[config.mk]
export PLATFORM = sky130hd
export DESIGN_NAME = multi_device_heartbeat_watchdog_top
export DESIGN_NICKNAME = d
export VERILOG_FILES = /design/src/rtl/hbwd_pkg.sv /design/src/rtl/multi_device_heartbeat_watchdog_top.sv
export SDC_FILE = /design/constraint.sdc
export NUM_CORES = 1
export LEC_CHECK = 0
export ABC_CLOCK_PERIOD_IN_PS = 7700
export BUFFER_PORTS_ARGS = -buffer_cell sky130_fd_sc_hd__buf_4
export CAP_MARGIN = 20
export CELL_PAD_IN_SITES_DETAIL_PLACEMENT = 0
export CELL_PAD_IN_SITES_GLOBAL_PLACEMENT = 1
export CORE_MARGIN = 3
export CORE_UTILIZATION = 53
export DETAILED_ROUTE_END_ITERATION = 8
export PLACE_DENSITY_LB_ADDON = 0.1
export SLEW_MARGIN = 10
export SYNTH_ARGS = -nofsm -noshare
export SYNTH_HDL_FRONTEND = slang
export SYNTH_SLANG_ARGS = --single-unit
[constraint.sdc]
create_clock -name clk -period 7.7 [get_ports clk]
set_clock_uncertainty 0.05 [all_clocks]
set_input_delay 0 -clock clk [delete_from_list [all_inputs] [get_ports clk]]
set_output_delay 0 -clock clk [all_outputs]
set_load 0.03 [all_outputs]
[src/rtl/hbwd_pkg.sv]
// Shared constants for the heartbeat watchdog table.
`default_nettype none
package hbwd_pkg;
    localparam int NUM_DEVICES_DEF = 16;
    localparam int TIME_BITS_DEF   = 32;

    localparam int CFG_IDX_W  = 4;
    localparam int CFG_DATA_W = 16;

    localparam logic [CFG_IDX_W-1:0] REG_TIMEOUTS = 4'd0;
    localparam logic [CFG_IDX_W-1:0] REG_LATENCY  = 4'd1;

    localparam logic [7:0]  TIMEOUTS_RST = 8'd3;
    localparam logic [15:0] LATENCY_RST  = 16'd0;

    localparam logic FUNC_HEARTBEAT = 1'b0;
    localparam logic FUNC_TICK      = 1'b1;
endpackage
`default_nettype wire

[src/rtl/multi_device_heartbeat_watchdog_top.sv]
// Heartbeat watchdog over a table of device slots.
//
// Input channel (in_valid/in_ready) takes one item at a time: func selects a
// heartbeat (store stamp and interval for device_id, mark it alive) or a tick
// (time_ms is the current time; walk the live slots in ascending order).
// Output channel (out_valid/out_ready) returns one result per item.
// Stamps and intervals sit in one synchronous memory; a tick reads one slot
// per cycle through a three-stage read/compute/check pipeline, and the walk
// stops early when a slot fails. A heartbeat, or a tick before any heartbeat,
// skips the walk and goes straight to the result.
// The next item is taken once the result is loaded into the output register,
// so a result may wait there while the following item is already at work.
// When the receiver stalls, a finished result holds in its own stage until
// the output register frees, and no new item is taken meanwhile.
// Reset clears all alive and warning flags and the seen-any flag and loads
// the register defaults (timeouts 3, tolerance 0); the memory is not cleared,
// a slot's contents count only once a heartbeat has written it.
// Configuration writes through cfg_we/cfg_index/cfg_data, one per cycle.
`default_nettype none
module multi_device_heartbeat_watchdog_top #(
    parameter int NUM_DEVICES = hbwd_pkg::NUM_DEVICES_DEF,
    parameter int TIME_BITS   = hbwd_pkg::TIME_BITS_DEF
) (
    input  wire logic                           clk,
    input  wire logic                           rst_n,
    input  wire logic                           cfg_we,
    input  wire logic [hbwd_pkg::CFG_IDX_W-1:0] cfg_index,
    input  wire logic [hbwd_pkg::CFG_DATA_W-1:0] cfg_data,
    input  wire logic                           in_valid,
    output logic                                in_ready,
    input  wire logic                           func,
    input  wire logic [3:0]                     device_id,
    input  wire logic [31:0]                    time_ms,
    input  wire logic [15:0]                    interval_ms,
    output logic                                out_valid,
    input  wire logic                           out_ready,
    output logic                                status,
    output logic [3:0]                          failed_id,
    output logic [15:0]                         warn_mask,
    output logic [15:0]                         living_mask,
    output logic                                living_changed
);
    localparam int IDX_W = (NUM_DEVICES > 1) ? $clog2(NUM_DEVICES) : 1;
    localparam int CNT_W = IDX_W + 1;
    localparam int MEM_W = TIME_BITS + 16;
    localparam int LIM_W = 24;
    localparam int CMP_W = (TIME_BITS > LIM_W) ? TIME_BITS : LIM_W;
    localparam logic [IDX_W-1:0] LAST_IDX = IDX_W'(NUM_DEVICES - 1);
    localparam logic [CNT_W-1:0] CNT_END  = CNT_W'(NUM_DEVICES);

    localparam logic [1:0] S_IDLE = 2'd0;
    localparam logic [1:0] S_WALK = 2'd1;
    localparam logic [1:0] S_FIN  = 2'd2;

    logic [1:0]             state_reg, state_next;
    logic [7:0]             timeouts_reg;
    logic [15:0]            latency_reg;
    logic [NUM_DEVICES-1:0] valid_reg, valid_next;
    logic [NUM_DEVICES-1:0] warned_reg, warned_next;
    logic                   any_seen_reg, any_seen_next;

    logic [CNT_W-1:0]       iss_cnt_reg, iss_cnt_next;
    logic                   p1_vld_reg, p1_vld_next;
    logic                   p2_vld_reg, p2_vld_next;
    logic [IDX_W-1:0]       p1_idx_reg, p2_idx_reg;
    logic [MEM_W-1:0]       rd_data_reg;
    logic [TIME_BITS-1:0]   diff_reg;
    logic [LIM_W-1:0]       fail_lim_reg;
    logic [16:0]            warn_lim_reg;
    logic [TIME_BITS-1:0]   now_reg;

    logic                   res_status_reg, res_status_next;
    logic [3:0]             res_failed_reg, res_failed_next;
    logic [15:0]            res_warn_reg, res_warn_next;
    logic                   res_changed_reg, res_changed_next;
    logic                   out_valid_reg, out_valid_next;

    logic [MEM_W-1:0]       mem [NUM_DEVICES];

    logic                   in_xfer;
    logic                   hb_hit;
    logic [IDX_W-1:0]       hb_idx;
    logic [IDX_W-1:0]       iss_addr;
    logic                   issuing;
    logic                   d_pos;
    logic                   fail_hit;
    logic                   warn_hit;
    logic                   walk_done;
    logic                   out_load;
    logic [15:0]            warn_hot;
    logic [15:0]            live16;
    logic [TIME_BITS-1:0]   rd_stamp;
    logic [15:0]            rd_ivl;

    assign in_ready = (state_reg == S_IDLE);
    assign in_xfer  = in_valid && in_ready;
    assign hb_hit   = (func == hbwd_pkg::FUNC_HEARTBEAT) && (32'(device_id) < NUM_DEVICES);
    assign hb_idx   = IDX_W'(device_id);
    assign iss_addr = iss_cnt_reg[IDX_W-1:0];
    assign issuing  = (state_reg == S_WALK) && (iss_cnt_reg < CNT_END);
    assign rd_stamp = rd_data_reg[MEM_W-1:16];
    assign rd_ivl   = rd_data_reg[15:0];

    // Negative elapsed time never exceeds a threshold.
    assign d_pos    = !diff_reg[TIME_BITS-1];
    assign fail_hit = p2_vld_reg && valid_reg[p2_idx_reg] && d_pos
                      && (CMP_W'(diff_reg) > CMP_W'(fail_lim_reg));
    assign warn_hit = p2_vld_reg && valid_reg[p2_idx_reg] && !fail_hit
                      && !warned_reg[p2_idx_reg] && d_pos
                      && (CMP_W'(diff_reg) > CMP_W'(warn_lim_reg));
    assign walk_done = fail_hit || (p2_vld_reg && (p2_idx_reg == LAST_IDX));
    assign out_load  = (state_reg == S_FIN) && (!out_valid_reg || out_ready);

    always_comb
    begin
        for (int j = 0; j < 16; j++)
        begin
            warn_hot[j] = (32'(p2_idx_reg) == j);
            live16[j]   = (j < NUM_DEVICES) ? valid_reg[j % NUM_DEVICES] : 1'b0;
        end
    end

    always_comb
    begin
        state_next       = state_reg;
        valid_next       = valid_reg;
        warned_next      = warned_reg;
        any_seen_next    = any_seen_reg;
        iss_cnt_next     = iss_cnt_reg;
        p1_vld_next      = 1'b0;
        p2_vld_next      = 1'b0;
        res_status_next  = res_status_reg;
        res_failed_next  = res_failed_reg;
        res_warn_next    = res_warn_reg;
        res_changed_next = res_changed_reg;
        out_valid_next   = out_valid_reg;

        if (out_valid_reg && out_ready)
        begin
            out_valid_next = 1'b0;
        end

        unique case (state_reg)
            S_IDLE:
            begin
                if (in_xfer)
                begin
                    res_status_next  = 1'b0;
                    res_failed_next  = 4'd0;
                    res_warn_next    = 16'd0;
                    res_changed_next = 1'b0;
                    iss_cnt_next     = '0;
                    if (func == hbwd_pkg::FUNC_HEARTBEAT)
                    begin
                        if (hb_hit)
                        begin
                            res_changed_next    = !valid_reg[hb_idx];
                            valid_next[hb_idx]  = 1'b1;
                            warned_next[hb_idx] = 1'b0;
                            any_seen_next       = 1'b1;
                        end
                        state_next = S_FIN;
                    end
                    else
                    begin
                        state_next = any_seen_reg ? S_WALK : S_FIN;
                    end
                end
            end
            S_WALK:
            begin
                if (issuing)
                begin
                    iss_cnt_next = iss_cnt_reg + 1'b1;
                end
                // Drop the slots still in flight once the walk stops.
                p1_vld_next = issuing && !walk_done;
                p2_vld_next = p1_vld_reg && !walk_done;
                if (fail_hit)
                begin
                    valid_next[p2_idx_reg] = 1'b0;
                    res_status_next        = 1'b1;
                    res_failed_next        = 4'(p2_idx_reg);
                    res_changed_next       = 1'b1;
                end
                if (warn_hit)
                begin
                    warned_next[p2_idx_reg] = 1'b1;
                    res_warn_next           = res_warn_reg | warn_hot;
                end
                if (walk_done)
                begin
                    state_next = S_FIN;
                end
            end
            S_FIN:
            begin
                if (out_load)
                begin
                    out_valid_next = 1'b1;
                    state_next     = S_IDLE;
                end
            end
            default:
            begin
                state_next = S_IDLE;
            end
        endcase
    end

    always_ff @(posedge clk or negedge rst_n)
    begin
        if (!rst_n)
        begin
            state_reg       <= S_IDLE;
            timeouts_reg    <= hbwd_pkg::TIMEOUTS_RST;
            latency_reg     <= hbwd_pkg::LATENCY_RST;
            valid_reg       <= '0;
            warned_reg      <= '0;
            any_seen_reg    <= 1'b0;
            iss_cnt_reg     <= '0;
            p1_vld_reg      <= 1'b0;
            p2_vld_reg      <= 1'b0;
            out_valid_reg   <= 1'b0;
            res_status_reg  <= 1'b0;
            res_failed_reg  <= 4'd0;
            res_warn_reg    <= 16'd0;
            res_changed_reg <= 1'b0;
        end
        else
        begin
            state_reg       <= state_next;
            valid_reg       <= valid_next;
            warned_reg      <= warned_next;
            any_seen_reg    <= any_seen_next;
            iss_cnt_reg     <= iss_cnt_next;
            p1_vld_reg      <= p1_vld_next;
            p2_vld_reg      <= p2_vld_next;
            out_valid_reg   <= out_valid_next;
            res_status_reg  <= res_status_next;
            res_failed_reg  <= res_failed_next;
            res_warn_reg    <= res_warn_next;
            res_changed_reg <= res_changed_next;
            if (cfg_we)
            begin
                unique case (cfg_index)
                    hbwd_pkg::REG_TIMEOUTS: timeouts_reg <= cfg_data[7:0];
                    hbwd_pkg::REG_LATENCY:  latency_reg  <= cfg_data;
                    default:                ;
                endcase
            end
        end
    end

    // Writes happen only at a heartbeat transfer in idle, and read data is used
    // only during a walk, so a write never changes a slot whose read is in use.
    always_ff @(posedge clk)
    begin
        if (in_xfer && hb_hit)
        begin
            mem[hb_idx] <= {TIME_BITS'(time_ms), interval_ms};
        end
        rd_data_reg <= mem[iss_addr];
    end

    always_ff @(posedge clk)
    begin
        if (in_xfer)
        begin
            now_reg <= TIME_BITS'(time_ms);
        end
        p1_idx_reg   <= iss_addr;
        p2_idx_reg   <= p1_idx_reg;
        diff_reg     <= now_reg - rd_stamp;
        fail_lim_reg <= LIM_W'(rd_ivl) * LIM_W'(timeouts_reg);
        warn_lim_reg <= 17'(rd_ivl) + 17'(latency_reg);
        if (out_load)
        begin
            status         <= res_status_reg;
            failed_id      <= res_failed_reg;
            warn_mask      <= res_warn_reg;
            living_mask    <= live16;
            living_changed <= res_changed_reg;
        end
    end

    assign out_valid = out_valid_reg;
endmodule
`default_nettype wire

# [Word level (Yosys, flattened, before mapping)]
# Memory sizes are Yosys's and may differ from the RTL's. A register that Yosys moved wholly into a read port is not among the register bits.
# Cells that the tools add are included.
# W data, S select, Z words.
[op_classes] magnitude_cmp=7 n_reduce_logical=38 addsub=3 n_bitwise=8 mul=1 eq_ne=25 muxes=46
[op_table] cell="$mux W16" n=8
[op_table] cell="$pmux W16 S2" n=3
[op_table] cell="$or A16 B16 Y16" n=3
[op_table] cell="$and A16 B16 Y16" n=2
[op_table] cell="$eq A4 B4 Y1 const B" n=8
[op_table] cell="$gt A32 B17 Y1" n=1
[op_table] cell="$gt A32 B24 Y1" n=1
[op_table] cell="$not A16 Y16" n=2
[op_table] cell="$sub A32 B32 Y32" n=1
[op_table] cell="$mul A16 B8 Y24" n=1
[op_table] cell="$add A16 B16 Y17" n=1
[op_table] cell="$logic_and A1 B1 Y1" n=17
[op_table] cell="$eq A4 B3 Y1 const B" n=4
[op_table] cell="$mux W1" n=16
[op_table] cell="$reduce_and A3 Y1" n=5
[op_table] cell="$bmux W1 S4" n=3
[op_table] cell="$ne A2 B2 Y1 const B" n=6
[op_table] cell="$lt A4 B5 Y1 const B" n=2
[op_table] cell="$mux W2" n=5
[op_table] cell="$mux W5" n=2
[op_table] cell="$pmux W5 S2" n=1
[op_table] cell="$demux W1 S4" n=2
[op_table] cell="$eq A4 B1 Y1 const B" n=2
[op_table] cell="$eq A4 B2 Y1 const B" n=2
[op_table] cell="other kinds (18)" n=30
[word_totals] word_cells=154 n_memories=1 output_inout_bits=40 inputBits=78 regBits=240 ramBits=768
[mem_list] name="mem" depth=16 width=48 read_ports=1 rd_clocked_by_memory_dff=1 wr=1 line_no="multi_device_heartbeat_watchdog_top.sv:78" text="logic [MEM_W-1:0] mem [NUM_DEVICES];"

# [Logic depth before layout (Yosys ltp)]
# Gate-level depths: netlist of run 1.
[depth] depth_word=12 ltp_mapped=20 mapped_depth_nobuf=19

# [Worst setup path before layout of run 1]
# No wires, ideal clock.
[synth_timing] kind="reg2reg" from="register state_reg[1]" to="register valid_reg[2], in the netlist live16[2]" path_stages_with_launch=9 path_slack_ns=2.192 synth_period_minus_slack_ns=5.508 arrival_time_ns=5.380 required_time_ns=7.572 n_path_buf=1 setup_ns=0.078 path_cell_list="dfrtp_1 > inv_1 > nand2_1 > or2_2 > clkbuf_1 > nor2_1 > nand3b_1 > nor3_1 > o32a_1"
[synth_between] elab_chain_len=4 elab_cells_between_ends=9 cone_classes="4 x eq/ne; 1 x mux; 4 x reduce/logical"
[synth_lines] item="start, declared" line_no="multi_device_heartbeat_watchdog_top.sv:55" text="logic [1:0] state_reg, state_next;"
[synth_lines] item="start signal, assigned" line_no="multi_device_heartbeat_watchdog_top.sv:232" text="state_reg <= state_next;"
[synth_lines] item="$logic_not A2 Y1" line_no="multi_device_heartbeat_watchdog_top.sv:95, multi_device_heartbeat_watchdog_top.sv:143"
[synth_lines] item="$logic_and A1 B1 Y1" line_no="multi_device_heartbeat_watchdog_top.sv:96" text="assign in_xfer = in_valid && in_ready;"
[synth_lines] item="$ne A2 B1 Y1 (no source line)"
[synth_lines] item="$reduce_and A4 Y1 (no source line)"
[synth_lines] item="end signal, assigned" line_no="multi_device_heartbeat_watchdog_top.sv:233" text="valid_reg <= valid_next;"
[synth_lines] item="end, declared" line_no="multi_device_heartbeat_watchdog_top.sv:58" text="logic [NUM_DEVICES-1:0] valid_reg, valid_next;"
# Several ways; a longest one is shown, not always the timed one.
# A chain may end at the register's enable or synchronous reset.

# [Worst setup path after layout of run 1]
[layout_timing] from="register timeouts_reg[2]" to="register fail_lim_reg[22]"
[layout_between] elab_chain_len=1
[layout_lines] item="start, declared" line_no="multi_device_heartbeat_watchdog_top.sv:56" text="logic [7:0] timeouts_reg;"
[layout_lines] item="start signal, assigned" line_no="multi_device_heartbeat_watchdog_top.sv:216" text="timeouts_reg <= hbwd_pkg::TIMEOUTS_RST;"
[layout_lines] item="start signal, assigned" line_no="multi_device_heartbeat_watchdog_top.sv:247" text="hbwd_pkg::REG_TIMEOUTS: timeouts_reg <= cfg_data[7:0];"
[layout_lines] item="$mul A16 B8 Y24" line_no="multi_device_heartbeat_watchdog_top.sv:275" text="fail_lim_reg <= LIM_W'(rd_ivl) * LIM_W'(timeouts_reg);"
[layout_lines] item="end signal, assigned" line_no="multi_device_heartbeat_watchdog_top.sv:275"
[layout_lines] item="end, declared" line_no="multi_device_heartbeat_watchdog_top.sv:68" text="logic [LIM_W-1:0] fail_lim_reg;"
# No other way between the ends.

==> results.sh, run 1 <==
export IMPL_yosysSeqAreaShare_pct=67.05
export IMPL_clkPwrFrac_pct=23.8
export IMPL_hold_path_class="in2reg"
export IMPL_peakVddDrop_mv=0.6770
export IMPL_sequentialPowerShare_pct=34.2
export IMPL_post_cts_resized=0
export IMPL_async_flop_share_pct=8.428
export IMPL_gp_congestion=0.8326
export IMPL_grt_max_degree=136
export IMPL_die_area_um2=87870
export IMPL_path_class="reg2reg"
export IMPL_dr_pass1_iters=8
export IMPL_syn_nets=2812
export IMPL_dp_cells=3651
export IMPL_yosysWarningCount=0
export IMPL_max_slew_worst_pin_slew_ps=1089
export IMPL_clockRootBuffer="clkbuf_16"
export IMPL_grt_pass1_vias=24670
export IMPL_worstSkewPairLatency_ps=680
export IMPL_numCtsBuffers=106
export IMPL_start_util_pct=54.02
export IMPL_core_area_um2=82770
export IMPL_vias=23360
export IMPL_grt_pass1_wl_mm=158.5
export IMPL_avgSynthCellArea_um2=17.78
export IMPL_final_instance_count_excl_fill=3935
export IMPL_drc=0
export IMPL_setup_viol=0
export IMPL_holdCritStartpoint="cfg_data[11]"
export IMPL_switching_share_pct=35.62
export IMPL_netlist_area_um2=44710
export IMPL_reg2regPathDepth=18
export IMPL_combPwrFrac_pct=42.1
export IMPL_fillCellCount=5957
export IMPL_grt_use_total_pct=24.78
export IMPL_cts_num_sinks=1056
export IMPL_synth_seq_cells=1056
export IMPL_gr_total_overflow=0
export IMPL_drive_gt1_share_pct=21.84
export IMPL_viasPerCell=5.937
export IMPL_routedWlPerCell_um=26.77
export IMPL_synthTopCellsByCount="edfxtp_1 (838), mux4_2 (251), inv_1 (192)"
export IMPL_min_period_ps=5338
export IMPL_reg2reg_from="timeouts_reg[2]"
export IMPL_synth_ff_type="edfxtp_1"
export IMPL_finalCritPeriodShare_pct=69.32
export IMPL_die_w_um=296.4
export IMPL_port_buffers=117
export IMPL_dpl_hpwl_mm=61.66
export IMPL_rows=105
export IMPL_cts_tree="done"
export IMPL_synth_area_top_cells="edfxtp_1 (56%), mux4_2 (13%), dfxtp_1 (5.8%)"
export IMPL_p_leak_nw=18.61
export IMPL_hold_end="latency_reg[11]"
export IMPL_cp_max_fo=17
export IMPL_p_per_area_nw_per_um2=424.6
export IMPL_r2r_setup_slack_ps=2360
export IMPL_rsz0062_at_grt="no"
export IMPL_p_switching_mw=7.768
export IMPL_slew_viol_final=0
export IMPL_crit_arrival_ps=5860
export IMPL_yosysTopAreaCellShare_pct=56.29
export IMPL_io_pin_count=118
export IMPL_yosysTopAreaCell="edfxtp_1"
export IMPL_syn2layout_area_growth_pct=14.89
export IMPL_yosysMostFrequentCell="edfxtp_1"
export IMPL_min_delay_path_depth=3
export IMPL_p_int_mw=14.04
export IMPL_antenna_found_initial=5
export IMPL_die_h_um=296.4
export IMPL_syn_inst=2515
export IMPL_drt_initial_drc_count=1886
export IMPL_synth_edff_count=838
export IMPL_maxSlewHeadroom_pct=27.42
export IMPL_clk_pin_slew_ps=70
export IMPL_cts_post_setup_buffers_inserted=0
export IMPL_final_setup_tns_ps=0
export IMPL_largest_reg_flops=768
export IMPL_wl_mm=105.3
export IMPL_ys_types=69
export IMPL_hold_viol=0
export IMPL_clk_path_buf_depth=3
export IMPL_worst_r2r_endpoint="fail_lim_reg[22]"
export IMPL_end_kind="register"
export IMPL_maxCapViolCount=0
export IMPL_status="finished clean"
export IMPL_worstPathRequired_ps=8220
export IMPL_holdBufCountCts=79
export IMPL_nets=3066
export IMPL_startpoint_type="register"
export IMPL_fmax_mhz=187.3
export IMPL_antenna_left=0
export IMPL_htree_levels=3
## cell families after synthesis
logic type / after synthesis / share of synthesized area (%)
DFF: 1056 / 67.05
and+or+nand+nor: 386 / 4.699
buffers and inverters: 274 / 2.368
muxes: 279 / 13.45
AOI/OAI and AO/OA: 247 / 3.801
xor gates and xnor gates: 54 / 1.058
adders and majority gates: 219 / 7.573
## cell usage in the layout, fill, tap and decap left out, drive strengths merged, types with 11 or more instances in the layout
cell           n
nand2         80
nand2b        16
a21o          45
fa            86
nor4          24
ha           133
o21ai         43
a21oi         55
nor2          67
o22a          11
edfxtp       838
dfrtp         87
nand3         20
dfxtp        129
xnor2         41
clkinv        42
mux2          25
xor2          13
buf          148
and2         109
inv          197
mux4         254
clkbuf       142
dlygate4sd3   79
nor2b         16
o21a          20
nor3          19
## layer usage
layer | global-route usage, % | vias up | wire length, um | part of all wire (%)
met5 | 0 | - | 0 | 0
met4 | 8.629 | 0 | 3513 | 3.3
met3 | 3.763 | 171 | 5653 | 5.4
met2 | 39.78 | 690 | 51090 | 48
met1 | 35.22 | 12310 | 45090 | 43
li1 | - | 10200 | - | -
## worst max-delay path, cell delays in order (launching register included)
cell and delay [ps]:
dfrtp_1 770, nand2_1 170, fa_1 530, fa_1 550, inv_1 60, fa_1 480
inv_1 50, fa_1 490, inv_1 50, ha_1 220, nor3_1 180, o21ai_0 160
a31oi_1 440, o31ai_1 190, a21o_1 210, nor3_1 190, o21bai_1 110, a21oi_1 190
xnor2_1 160
## cell type report
| class | instances | area (um2) | area share [%] |
|---|---|---|---|
| sequential | 1056 | 29990 | 58.38 |
| timing repair buffer | 227 | 1964 | 3.825 |
| multi-input combinational | 1185 | 13780 | 26.84 |
| tap | 1070 | 1339 | 2.607 |
| clock buffer | 142 | 2879 | 5.605 |
| inverter | 193 | 726.9 | 1.415 |
| clock inverter | 59 | 676.9 | 1.318 |
| antenna | 3 | 7.507 | 0.01462 |
## stage by stage
| stage | utilization [%] | total power [mW] | worst slack [ps] | hold WS (ps) | cell area, um2 |
|---|---|---|---|---|---|
| 5_1_grt | 62.05 | 23.32 | 1952 | 53.76 | 51350 |
| 3_3_place_gp | 56.77 | 16.66 | 2589 | -158.0 | 46990 |
| 3_5_place_dp | 56.77 | 16.75 | 2502 | -157.1 | 46990 |
| 2_1_floorplan | - | 14.15 | 2192 | -345.6 | 44710 |
| 6_report | 62.06 | 21.81 | 2362 | 62.33 | 51360 |
| 4_1_cts | 62.02 | 22.05 | 2447 | 25.44 | 51330 |
## worst max-delay path by stage
stage | start | endpoint | slack, ps | cells after the start
floorplan | state_reg[1] | live16[2] | 2190 | 8
global placement | timeouts_reg[3] | fail_lim_reg[22] | 2590 | 18
detailed placement | timeouts_reg[2] | fail_lim_reg[22] | 2500 | 18
CTS | timeouts_reg[2] | fail_lim_reg[22] | 2450 | 18
global route | timeouts_reg[2] | fail_lim_reg[22] | 1950 | 18
finish | timeouts_reg[2] | fail_lim_reg[22] | 2360 | 18
## power by group through the flow
| stage | clock network, mW | logic (mW) | registers (mW) |
|---|---|---|---|
| finish | 5.19 | 9.17 | 7.45 |
| global route | 5.51 | 10.3 | 7.52 |
| CTS | 5.28 | 9.31 | 7.46 |
| detailed placement | 0 | 9.18 | 7.57 |
| global placement | 0 | 9.10 | 7.56 |
| floorplan | 0 | 6.94 | 7.21 |
Note: power is estimated with default switching activity, not from simulation.
==> run 2, diff against run 1 <==
Settings changed: ABC_CLOCK_PERIOD_IN_PS 7700 to 5300.
Clock period 7.7 ns to 5.3 ns, I/O delays scaled along.
==> results.sh, run 2 (synthesis results as in run 1) <==
export IMPL_end_kind="register"
export IMPL_clk_pin_slew_ps=60
export IMPL_p_per_area_nw_per_um2=610.9
export IMPL_crit_chain="nand2_1 -> fa_1 -> fa_1 -> inv_1 -> fa_1 -> inv_1 -> fa_1 -> inv_1 -> ha_1 -> o21a_1 -> o31a_1 -> nor3_1 -> o21bai_1 -> a31o_2 -> a211oi_1 -> o41ai_1 -> a21oi_1 -> xnor2_1"
export IMPL_dr_pass1_iters=5
export IMPL_finalCritPeriodShare_pct=94.31
export IMPL_final_cell_mix="edfxtp_1 (838), mux4_2 (251), inv_1 (188)"
export IMPL_worst_r2r_endpoint="fail_lim_reg[23]"
export IMPL_wl_met1_mm=44.66
export IMPL_port_buffers=117
export IMPL_hold_viol=0
export IMPL_setup_viol=0
export IMPL_status="finished clean"
export IMPL_reg2reg_from="timeouts_reg[2]"
export IMPL_critical_path_top_delay_family="adder cells"
export IMPL_holdCritStartpoint="cfg_data[9]"
export IMPL_layout_setup_ws_ps=301.8
export IMPL_htree_levels=3
export IMPL_maxCapViolCount=0
export IMPL_hold_path_class="in2reg"
export IMPL_cts_post_setup_buffers_inserted=0
export IMPL_die_w_um=296.4
export IMPL_path_class="reg2reg"
export IMPL_fmax_mhz=200.1
export IMPL_rows=105
export IMPL_start_util_pct=54.02
export IMPL_cpMaxStageDelayCell="dfrtp_1"
export IMPL_grt_pass1_vias=24540
export IMPL_crit_arrival_ps=5500
export IMPL_routedWlPerCell_um=26.36
export IMPL_startpoint_type="register"
export IMPL_peakVddDrop_mv=0.7948
export IMPL_numCtsBuffers=105
export IMPL_p_leak_nw=18.68
export IMPL_grt_use_total_pct=24.44
export IMPL_gr_total_overflow=0
export IMPL_maxSlewHeadroom_pct=28.09
export IMPL_slew_viol_final=0
export IMPL_die_h_um=296.4
export IMPL_dr_wl_met2_mm=51.23
export IMPL_cts_num_sinks=1056
export IMPL_gp_congestion=0.8068
export IMPL_wl_met3_mm=5.474
export IMPL_viasPerCell=5.922
export IMPL_vias=23390
export IMPL_fin_util_pct=62.37
export IMPL_wl_mm=104.1
export IMPL_drc=0
export IMPL_max_slew_worst_pin_slew_ps=1079
export IMPL_path_buf_inv=3
export IMPL_cpPeakStageDelay_ps=580
export IMPL_place_ws_ps=127.0
export IMPL_clk_path_buf_depth=3
export IMPL_worstPathRequired_ps=5810
export IMPL_core_area_um2=82770
export IMPL_path_common_cell="fa_1"
export IMPL_antenna_found_initial=3
export IMPL_reg2regPathDepth=18
export IMPL_cp_depth=18
export IMPL_clockRootBuffer="clkbuf_16"
export IMPL_final_setup_tns_ps=0
export IMPL_nets=3085
export IMPL_r2r_setup_slack_ps=300
export IMPL_layout_commonest_cell="edfxtp_1"
export IMPL_largest_reg_flops=768
export IMPL_io_pin_count=118
export IMPL_syn2layout_area_growth_pct=15.47
export IMPL_min_period_ps=4998
export IMPL_grt_pass1_wl_mm=157.2
export IMPL_die_area_um2=87870
export IMPL_dpl_hpwl_mm=64.13
export IMPL_hold_end="latency_reg[9]"
export IMPL_drive_gt1_share_pct=22.16
export IMPL_drt_initial_drc_count=2082
export IMPL_cts_tree="done"
export IMPL_top_layer_used="met5"
export IMPL_grt_max_degree=79
export IMPL_antenna_left=0
export IMPL_rsz0062_at_grt="no"
export IMPL_cp_max_fo=11
export IMPL_worstSkewPairLatency_ps=670
export IMPL_min_delay_path_depth=3
[run 2: changes by cell type in the layout (fill, tap and decap cells not counted), sizes merged]
cell,change
bufinv,-3
dlygate4sd3,+2
clkinv,-4
buf,+18
diode,-2
clkinvlp,+4
[run 2: repair_timing]
item / in CTS / in global routing
hold buffers: 80 / 1
setup endpoints to repair: 0 / 4
gates resized for setup: 0 / 4
hold endpoints to repair: 961 / 14
[run 2: cell type report]
| class | count | area [um2] |
|---|---|---|
| fillers | 5940 | 31140 |
| flip-flops and latches | 1056 | 29990 |
| multi-input cells | 1185 | 13810 |
| clock buffers | 142 | 2848 |
| repair buffers | 247 | 2352 |
| well taps | 1070 | 1339 |
| inverters | 193 | 726.9 |
| clock inverters | 56 | 560.5 |
| diodes | 1 | 2.502 |
[run 2: worst max path at each step]
| stage | from | to | slack, ps |
|---|---|---|---|
| after floorplan | timeouts_reg[5] | fail_lim_reg[22] | 700 |
| after global placement | timeouts_reg[3] | fail_lim_reg[22] | 190 |
| after detailed placement | timeouts_reg[3] | fail_lim_reg[22] | 130 |
| after CTS | timeouts_reg[3] | fail_lim_reg[22] | 60 |
| after global routing | timeouts_reg[2] | fail_lim_reg[23] | 2 |
| final | timeouts_reg[2] | fail_lim_reg[23] | 300 |
[run 2: layer usage]
layer  vias to the layer above  track usage (%)
met1                     12310            35.33
li1                      10240                -
met3                       159            3.315
met5                         -                0
met4                         2            6.893
met2                       688            39.65
[run 2: worst min-delay path: cells and delay by family]
| kind | cells | cell delay (ps) |
|---|---|---|
| mux | 1 | 130 |
| buf+inv | 2 | 630 |
[run 2: per-stage QoR]
step / instances / instance area, um2 / hold slack (ps) / power [mW]
2_1_floorplan: 2515 / 44720 / -345.6 / 20.56
3_3_place_gp: 3668 / 47340 / -202.5 / 24.26
3_5_place_dp: 3668 / 47340 / -199.3 / 24.37
4_1_cts: 3946 / 51550 / 42.06 / 31.85
5_1_grt: 3949 / 51620 / 73.06 / 33.70
6_report: 3950 / 51620 / 86.47 / 31.53
[run 2: report_power, final]
group	internal [mW]	switching, mW
logic	6.16	7.31
clock network	4.14	3.13
registers	9.94	0.855
total	20.2	11.3
